--- config.mk ---
export PLATFORM = sky130hd
export DESIGN_NAME = csv_row_field_encoder_unit
export DESIGN_NICKNAME = d
export VERILOG_FILES = /design/src/rtl/csvrfe_pkg.sv /design/src/rtl/csvrfe_dp.sv /design/src/rtl/csvrfe_ctrl.sv /design/src/rtl/csv_row_field_encoder_unit.sv
export SDC_FILE = /design/constraint.sdc
export NUM_CORES = 1
export LEC_CHECK = 0
export BUFFER_PORTS_ARGS = -buffer_cell sky130_fd_sc_hd__buf_4
export CAP_MARGIN = 30
export CORE_MARGIN = 2
export CORE_UTILIZATION = 61
export DETAILED_ROUTE_END_ITERATION = 10
export GPL_TIMING_DRIVEN = 0
export PLACE_DENSITY = 0.86
export SLEW_MARGIN = 20
export SYNTH_ARGS = -nofsm -noshare
export SYNTH_HDL_FRONTEND = slang
export SYNTH_SLANG_ARGS = --single-unit
--- constraint.sdc ---
create_clock -name clk -period 4.3 [get_ports clk]
set_input_delay 1.075 -clock clk [delete_from_list [all_inputs] [get_ports clk]]
set_output_delay 1.075 -clock clk [all_outputs]
set_load 0.02 [all_outputs]
--- src/rtl/csvrfe_pkg.sv ---
`timescale 1ns / 1ps
// ----------------------------------------------------------------------------
// CSV row field encoder package
// Item codes, status codes, output byte selection and the command and
// status bundles between the controller and the datapath.
// ----------------------------------------------------------------------------
package csvrfe_pkg;

	typedef enum logic [1:0] {
		OP_BEGIN_ROW = 2'd0,
		OP_FIELD_BYTE = 2'd1,
		OP_END_FIELD = 2'd2,
		OP_END_ROW = 2'd3
	} op_t;

	typedef enum logic [1:0] {
		ST_OK = 2'd0,
		ST_PHASE_ERR = 2'd1,
		ST_OVERFLOW = 2'd2
	} status_t;

	typedef enum logic [2:0] {
		SEL_NONE = 3'd0,
		SEL_COMMA = 3'd1,
		SEL_QUOTE = 3'd2,
		SEL_NEWLINE = 3'd3,
		SEL_DATA = 3'd4
	} sel_t;

	localparam logic [7:0] CH_COMMA = 8'h2C;
	localparam logic [7:0] CH_QUOTE = 8'h22;
	localparam logic [7:0] CH_NEWLINE = 8'h0A;
	localparam logic [7:0] CH_PRINT_LO = 8'h20;
	localparam logic [7:0] CH_PRINT_HI = 8'h7F;

	typedef struct packed {
		logic store_byte;
		logic clear_field;
		logic rd_start;
		logic rd_next;
		logic emit;
		sel_t emit_sel;
		logic emit_last;
		status_t emit_status;
	} cmd_t;

	typedef struct packed {
		logic out_free;
		logic in_byte_zero;
		logic buf_full;
		logic buf_empty;
		logic quoting;
		logic rd_at_last;
		logic rd_is_quote;
		logic rd_printable;
	} stat_t;

endpackage

--- src/rtl/csvrfe_dp.sv ---
`timescale 1ns / 1ps
// ----------------------------------------------------------------------------
// CSV row field encoder datapath
// Field buffer, fill count, quoting flag, read pointer and output register.
// ----------------------------------------------------------------------------
module csvrfe_dp #(
	parameter int FIELD_BYTES = 16
) (
	input  logic                 clk,
	input  logic                 arst_n,
	input  csvrfe_pkg::cmd_t     cmd,
	output csvrfe_pkg::stat_t    st,
	input  logic [7:0]           in_byte,
	output logic                 m_valid,
	input  logic                 m_ready,
	output logic [7:0]           m_byte,
	output logic                 m_byte_valid,
	output logic                 m_last,
	output csvrfe_pkg::status_t  m_status
);

	localparam int LW = $clog2(FIELD_BYTES + 1);
	localparam int AW = (FIELD_BYTES > 1) ? $clog2(FIELD_BYTES) : 1;

	logic [7:0]    store_q [FIELD_BYTES];
	logic [LW-1:0] length_q;
	logic [LW-1:0] rd_q;
	logic          quoting_q;
	logic          valid_q;
	logic [7:0]    byte_q;
	logic          byte_valid_q;
	logic          last_q;
	csvrfe_pkg::status_t status_q;

	logic [7:0] rd_byte;
	logic [7:0] emit_byte;
	logic       out_free;

	assign rd_byte = store_q[rd_q[AW-1:0]];
	assign out_free = !valid_q || m_ready;

	always_comb begin
		st.out_free = out_free;
		st.in_byte_zero = (in_byte == 8'd0);
		st.buf_full = (length_q == LW'(FIELD_BYTES));
		st.buf_empty = (length_q == '0);
		st.quoting = quoting_q;
		st.rd_at_last = ((rd_q + LW'(1)) == length_q);
		st.rd_is_quote = (rd_byte == csvrfe_pkg::CH_QUOTE);
		st.rd_printable = (rd_byte >= csvrfe_pkg::CH_PRINT_LO) &&
			(rd_byte <= csvrfe_pkg::CH_PRINT_HI);
	end

	always_comb begin
		unique case (cmd.emit_sel)
			csvrfe_pkg::SEL_COMMA:   emit_byte = csvrfe_pkg::CH_COMMA;
			csvrfe_pkg::SEL_QUOTE:   emit_byte = csvrfe_pkg::CH_QUOTE;
			csvrfe_pkg::SEL_NEWLINE: emit_byte = csvrfe_pkg::CH_NEWLINE;
			csvrfe_pkg::SEL_DATA:    emit_byte = rd_byte;
			default:                 emit_byte = 8'd0;
		endcase
	end

	always_ff @(posedge clk) begin
		if (cmd.store_byte) begin
			store_q[length_q[AW-1:0]] <= in_byte;
		end
	end

	always_ff @(posedge clk or negedge arst_n) begin
		if (!arst_n) begin
			length_q <= '0;
			quoting_q <= 1'b0;
			rd_q <= '0;
		end else begin
			if (cmd.clear_field) begin
				length_q <= '0;
				quoting_q <= 1'b0;
			end else if (cmd.store_byte) begin
				length_q <= length_q + LW'(1);
				if (in_byte == csvrfe_pkg::CH_QUOTE || in_byte == csvrfe_pkg::CH_COMMA) begin
					quoting_q <= 1'b1;
				end
			end
			if (cmd.rd_start) begin
				rd_q <= '0;
			end else if (cmd.rd_next) begin
				rd_q <= rd_q + LW'(1);
			end
		end
	end

	always_ff @(posedge clk or negedge arst_n) begin
		if (!arst_n) begin
			valid_q <= 1'b0;
		end else if (cmd.emit) begin
			valid_q <= 1'b1;
		end else if (m_ready) begin
			valid_q <= 1'b0;
		end
	end

	always_ff @(posedge clk) begin
		if (cmd.emit) begin
			byte_q <= emit_byte;
			byte_valid_q <= (cmd.emit_sel != csvrfe_pkg::SEL_NONE);
			last_q <= cmd.emit_last;
			status_q <= cmd.emit_status;
		end
	end

	assign m_valid = valid_q;
	assign m_byte = byte_q;
	assign m_byte_valid = byte_valid_q;
	assign m_last = last_q;
	assign m_status = status_q;

endmodule

--- src/rtl/csvrfe_ctrl.sv ---
`timescale 1ns / 1ps
// ----------------------------------------------------------------------------
// CSV row field encoder controller
// Row phase, field counter, fields-per-row register and the field drain
// sequencer.
// ----------------------------------------------------------------------------
module csvrfe_ctrl (
	input  logic               clk,
	input  logic               arst_n,
	input  logic               cfg_we,
	input  logic [7:0]         cfg_wdata,
	input  logic               in_valid,
	input  csvrfe_pkg::op_t    in_op,
	output logic               in_ready,
	input  csvrfe_pkg::stat_t  st,
	output csvrfe_pkg::cmd_t   cmd
);

	typedef enum logic [2:0] {
		S_IDLE,
		S_COMMA,
		S_OPENQ,
		S_BODY,
		S_DQ,
		S_CLOSEQ
	} state_t;

	typedef enum logic [1:0] {
		PH_BEGIN,
		PH_FIELD,
		PH_END
	} phase_t;

	state_t     state_q, state_d;
	phase_t     phase_q, phase_d;
	logic [7:0] index_q, index_d;
	logic [7:0] fpr_q;
	logic [7:0] index_inc;

	assign in_ready = (state_q == S_IDLE) && st.out_free;
	assign index_inc = index_q + 8'd1;

	always_comb begin
		cmd = '0;
		state_d = state_q;
		phase_d = phase_q;
		index_d = index_q;
		unique case (state_q)
			S_IDLE: begin
				if (in_valid && in_ready) begin
					cmd.emit = 1'b1;
					cmd.emit_last = 1'b1;
					cmd.emit_sel = csvrfe_pkg::SEL_NONE;
					cmd.emit_status = csvrfe_pkg::ST_OK;
					unique case (in_op)
						csvrfe_pkg::OP_BEGIN_ROW: begin
							if (phase_q != PH_BEGIN) begin
								cmd.emit_status = csvrfe_pkg::ST_PHASE_ERR;
							end else begin
								phase_d = PH_FIELD;
								index_d = 8'd0;
								cmd.clear_field = 1'b1;
							end
						end
						csvrfe_pkg::OP_FIELD_BYTE: begin
							if (phase_q != PH_FIELD) begin
								cmd.emit_status = csvrfe_pkg::ST_PHASE_ERR;
							end else if (st.in_byte_zero) begin
								cmd.emit_status = csvrfe_pkg::ST_OK;
							end else if (st.buf_full) begin
								cmd.emit_status = csvrfe_pkg::ST_OVERFLOW;
							end else begin
								cmd.store_byte = 1'b1;
							end
						end
						csvrfe_pkg::OP_END_FIELD: begin
							if (phase_q != PH_FIELD) begin
								cmd.emit_status = csvrfe_pkg::ST_PHASE_ERR;
							end else begin
								index_d = index_inc;
								if (index_inc >= fpr_q) begin
									phase_d = PH_END;
								end
								cmd.rd_start = 1'b1;
								// The bytes of the field leave in the drain states.
								if (index_q != 8'd0) begin
									cmd.emit = 1'b0;
									state_d = S_COMMA;
								end else if (st.quoting) begin
									cmd.emit = 1'b0;
									state_d = S_OPENQ;
								end else if (!st.buf_empty) begin
									cmd.emit = 1'b0;
									state_d = S_BODY;
								end else begin
									cmd.clear_field = 1'b1;
								end
							end
						end
						csvrfe_pkg::OP_END_ROW: begin
							if (phase_q != PH_END) begin
								cmd.emit_status = csvrfe_pkg::ST_PHASE_ERR;
							end else begin
								phase_d = PH_BEGIN;
								cmd.emit_sel = csvrfe_pkg::SEL_NEWLINE;
							end
						end
						default: begin
							cmd.emit_status = csvrfe_pkg::ST_PHASE_ERR;
						end
					endcase
				end
			end
			S_COMMA: begin
				if (st.out_free) begin
					cmd.emit = 1'b1;
					cmd.emit_sel = csvrfe_pkg::SEL_COMMA;
					cmd.emit_last = !st.quoting && st.buf_empty;
					if (st.quoting) begin
						state_d = S_OPENQ;
					end else if (st.buf_empty) begin
						cmd.clear_field = 1'b1;
						state_d = S_IDLE;
					end else begin
						state_d = S_BODY;
					end
				end
			end
			S_OPENQ: begin
				if (st.out_free) begin
					cmd.emit = 1'b1;
					cmd.emit_sel = csvrfe_pkg::SEL_QUOTE;
					state_d = st.buf_empty ? S_CLOSEQ : S_BODY;
				end
			end
			S_BODY: begin
				if (!st.quoting) begin
					if (st.out_free) begin
						cmd.emit = 1'b1;
						cmd.emit_sel = csvrfe_pkg::SEL_DATA;
						cmd.emit_last = st.rd_at_last;
						cmd.rd_next = 1'b1;
						if (st.rd_at_last) begin
							cmd.clear_field = 1'b1;
							state_d = S_IDLE;
						end
					end
				end else if (!st.rd_printable) begin
					// Bytes below 0x20 or above 0x7F are dropped inside a quoted field.
					cmd.rd_next = 1'b1;
					if (st.rd_at_last) begin
						state_d = S_CLOSEQ;
					end
				end else if (st.out_free) begin
					cmd.emit = 1'b1;
					if (st.rd_is_quote) begin
						cmd.emit_sel = csvrfe_pkg::SEL_QUOTE;
						state_d = S_DQ;
					end else begin
						cmd.emit_sel = csvrfe_pkg::SEL_DATA;
						cmd.rd_next = 1'b1;
						if (st.rd_at_last) begin
							state_d = S_CLOSEQ;
						end
					end
				end
			end
			S_DQ: begin
				if (st.out_free) begin
					cmd.emit = 1'b1;
					cmd.emit_sel = csvrfe_pkg::SEL_DATA;
					cmd.rd_next = 1'b1;
					state_d = st.rd_at_last ? S_CLOSEQ : S_BODY;
				end
			end
			S_CLOSEQ: begin
				if (st.out_free) begin
					cmd.emit = 1'b1;
					cmd.emit_sel = csvrfe_pkg::SEL_QUOTE;
					cmd.emit_last = 1'b1;
					cmd.clear_field = 1'b1;
					state_d = S_IDLE;
				end
			end
			default: begin
				state_d = S_IDLE;
			end
		endcase
	end

	always_ff @(posedge clk or negedge arst_n) begin
		if (!arst_n) begin
			state_q <= S_IDLE;
			phase_q <= PH_BEGIN;
			index_q <= 8'd0;
			fpr_q <= 8'd1;
		end else begin
			state_q <= state_d;
			phase_q <= phase_d;
			index_q <= index_d;
			if (cfg_we) begin
				fpr_q <= cfg_wdata;
			end
		end
	end

endmodule

--- src/rtl/csv_row_field_encoder_unit.sv ---
`timescale 1ns / 1ps
// ----------------------------------------------------------------------------
// CSV row field encoder
// Builds CSV rows from begin-row, field-byte, end-of-field and end-row beats.
// ----------------------------------------------------------------------------
// Input beats carry the operation in s_axis_tuser and a field byte in
// s_axis_tdata. Each output beat carries one result: m_axis_tdata is the
// CSV byte, m_axis_tuser holds byte_valid and status, and m_axis_tlast marks
// the final result of the input beat that caused it.
// Begin row, field byte, end row and rejected beats give one result beat,
// registered in the cycle after acceptance; the block then takes one input
// beat per cycle while the output is drained.
// After an end of field is accepted its bytes leave one per cycle while the
// output is drained: comma, quotes, doubled quotes and field-buffer bytes.
// A byte dropped from a quoted field still takes a drain step of its own.
// No input beat is taken while a field drains.
// A stalled receiver holds the output register; the drain and the input side
// simply wait. Reset puts the row phase to waiting for begin row, clears the
// field counter and buffer fill, and sets fields_per_row to 1.
// The user writes fields_per_row by cfg_we / cfg_wdata only while the block
// is idle; the block itself does not enforce this.
// ----------------------------------------------------------------------------
module csv_row_field_encoder_unit #(
	parameter int FIELD_BYTES = 16
) (
	input  logic       clk,
	input  logic       arst_n,
	input  logic       cfg_we,
	input  logic [7:0] cfg_wdata,
	input  logic       s_axis_tvalid,
	output logic       s_axis_tready,
	input  logic [7:0] s_axis_tdata,  // [7:0] field_byte
	input  logic [1:0] s_axis_tuser,  // [1:0] operation
	output logic       m_axis_tvalid,
	input  logic       m_axis_tready,
	output logic [7:0] m_axis_tdata,  // [7:0] out_byte
	output logic [2:0] m_axis_tuser,  // [0] byte_valid, [2:1] status
	output logic       m_axis_tlast
);

	csvrfe_pkg::cmd_t    cmd;
	csvrfe_pkg::stat_t   st;
	csvrfe_pkg::status_t out_status;
	logic                out_byte_valid;

	csvrfe_ctrl u_ctrl (
		.clk       (clk),
		.arst_n    (arst_n),
		.cfg_we    (cfg_we),
		.cfg_wdata (cfg_wdata),
		.in_valid  (s_axis_tvalid),
		.in_op     (csvrfe_pkg::op_t'(s_axis_tuser)),
		.in_ready  (s_axis_tready),
		.st        (st),
		.cmd       (cmd)
	);

	csvrfe_dp #(
		.FIELD_BYTES (FIELD_BYTES)
	) u_dp (
		.clk          (clk),
		.arst_n       (arst_n),
		.cmd          (cmd),
		.st           (st),
		.in_byte      (s_axis_tdata),
		.m_valid      (m_axis_tvalid),
		.m_ready      (m_axis_tready),
		.m_byte       (m_axis_tdata),
		.m_byte_valid (out_byte_valid),
		.m_last       (m_axis_tlast),
		.m_status     (out_status)
	);

	assign m_axis_tuser = {out_status, out_byte_valid};

endmodule
==> metrics.txt <==
Layout Cells excl Fill 802; status complete, no violations; die area 14000 sq um; area grow syn2layout 14.1%; crit path from m_axis_tready; Hold WC Path Type reg -> reg; WHS Endpoint u_dp.rd_q[4]; Antenna Cells 0; async set or reset register ratio after synthesis 19.1%; register area 5030 sq um; Synth cell types 64; clock-pin slew on the worst setup and hold paths 0.07 ns; post-CTS resize count 0; reg-to-reg slack, setup 0.46 ns; final setup fails 0; RSZ-0062 raised after global routing no; start of the worst register-to-register path u_ctrl.state_q[2]; Synth Flop Type edfxtp_1; Max Clock Skew 0.00825 ns; syn avg cell area 14.2 sq um; initial antenna violation count 0; worst reg2reg endpoint u_dp.store_q[3][7]; Pre-antenna DRT Iters 6; Die H 118 microns; Syn Nets 599; WL per Instance 21.7 microns; final WL 17400 microns; GRT Overall Usage 26.2%; Required @ worst endpoint 4.44 ns; largest net degree at the start of global routing 34; Fin Setup TNS 0 ns; via count 5074; YS warnings 0; DRC Markers 0; H-tree Lvls 4; Max Transition Viols Final 0; area of the multi-input gates 2710 sq um; Worst-Margin Slew 0.924 ns; cell count of the worst hold path 1; hold_sp u_dp.rd_q[4]; CP max FO 10; TritonCTS clock tree built; Final min period 4.01 ns; vias in the first global route 5082; Rows 41; fillers 841; fin area 9090 sq um; 1st-iter DRT viols 631; Final Total Pwr 5.50 mW; Ports 37; crit share post-route 93.3%; CTS Buf Count 17; DP Area 8480 sq um; Post-CTS Setup Bufs 0; Fin. Hold Viols 0; share of cells above drive strength 1 18.7%; DP HPWL 11800 microns; vias per cell 6.33; VDD IR max 0.000452 V; number of synthesized flops with an enable pin 140; PortBufs 34; DIE WIDTH 118 microns; Starting Density 62.9%; hold_ws 0.539 ns; FMAX 0.249 GHz; first-pass GRT wire length 27500 microns; synthesized cell area 7970 sq um; Seq cells post-synth 173; nets 655; Max Cap Viol 0; # hold bufs at CTS 0; grt ovf 0; Setup CP Type in -> reg; worst r2r path cells 7; Post-DRT Antenna Nets 0; Root Driver clkbuf_16; Worst EP arrival 4.16 ns; CP startpoint kind input port; # clock sinks 173; sequential-to-total area share from yosys stat 63.2%; PwrDens 605 nW/um^2; Leak 3.35 nW; cell count after synthesis 561; worst skew pair latency 0.44 ns; Max-slew headroom 38.0%; Final Wtd Congestion 0.902; number of placed instances, taps included 770; Bufs on Longest Clock Path 2; Crit. End Element register; Core ar. 12700 sq um
-- cells by family after synthesis --
family                   share of synthesized area (%)
AO/OA/AOI/OAI                                     9.82
XOR/XNOR                                          1.87
adder cells (fa/ha/maj)                           2.36
buffers and inverters                             3.06
flip-flops                                        63.2
multiplexers                                      9.35
AND/OR/NAND/NOR                                   10.4
-- Yosys cell counts, drive strengths merged, types with 12 or more instances --
cell	count	area, sq um
mux2i	20	200
nand2	34	133
buf	12	105
dfrtp	32	801
and2	17	106
inv	20	75.1
clkbuf	17	63.8
edfxtp	140	4200
o21ai	26	130
nor2	39	146
ha	15	188
mux4	22	518
a21oi	18	90.1
nand3	16	80.1
-- critical path, cell delays in order --
cell      delay [ns]
buf_4           0.08
nor2b_1         0.03
clkbuf_1        0.23
nor2_1          0.18
nand3_1         0.28
a311oi_1        0.81
nand2_1         0.42
nor4b_2         0.76
buf_4           0.28
-- through the flow --
stage	setup WS, ns	utilization (%)
after floorplan	0.525	-
after global placement	-0.801	66.6
after detailed placement	-0.0356	66.9
after CTS	0.425	71.7
after global routing	0.0778	71.7
final	0.286	71.7
-- metal layers --
metal	routed length, microns	track usage [%]	share of wire, %
met2	9030	43.9	52
met4	572	11.1	3.3
met5	0	0	0
met3	1170	6.52	6.7
met1	6670	32.6	38
-- sequential cells by signal, indices dropped and copies added (netlist names) --
name / count
u_ctrl.fpr_q: 8
u_ctrl.index_q: 8
u_ctrl.phase_q: 2
u_ctrl.state_q: 3
u_dp.length_q: 5
u_dp.m_byte: 8
u_dp.m_byte_valid: 1
u_dp.m_last: 1
u_dp.m_status: 2
u_dp.m_valid: 1
u_dp.quoting_q: 1
u_dp.rd_q: 5
u_dp.store_q: 128
-- worst max path at each step --
stage               slack, ns  cells after the start                  to
floorplan                0.52                      7  u_dp.store_q[3][0]
global placement        -0.80                      8  u_dp.store_q[1][5]
detailed placement      -0.04                      9  u_dp.store_q[3][5]
CTS                      0.42                      9  u_dp.store_q[3][7]
global route             0.08                      9  u_dp.store_q[3][6]
finish                   0.29                      9  u_dp.store_q[3][7]
-- power breakdown --
group	switching (mW)	internal (mW)
logic	1.13	0.765
clock network	0.656	0.927
registers	0.0664	1.95
-- placed cells by master (no fill, tap or decap), types with 4 or more instances in the layout --
cell and instances:
inv_1 20, nand2_1 32, clkbuf_16 17, a22oi_1 4, or3_1 4, buf_2 5
mux2i_1 20, buf_4 39, xor2_1 7, a21oi_1 18, or2_2 4, a221oi_1 10
buf_6 4, o211ai_1 6, a22o_1 9, nor2_1 39, clkbuf_1 18, and2_1 17
nor3_1 6, edfxtp_1 140, xnor2_1 10, nand3_1 16, nand2b_1 4, and3_1 7
mux4_1 6, nor4_1 4, ha_1 15, o21ai_1 4, nand4_1 4, dfrtp_1 32
o21ai_0 22, nor2b_1 5, mux4_2 16
-- area by class of cell --
type	count	share of cell area, %
Inverter	20	0.826
Tap cell	172	2.37
Timing Repair Buffer	37	3.06
Clock buffer	18	4.72
Multi-Input combinational cell	339	29.8
Sequential cell	173	55.4
Clock inverter	14	1.98
Buffer	29	1.86
No activity file was read; power rests on OpenSTA's default activity.
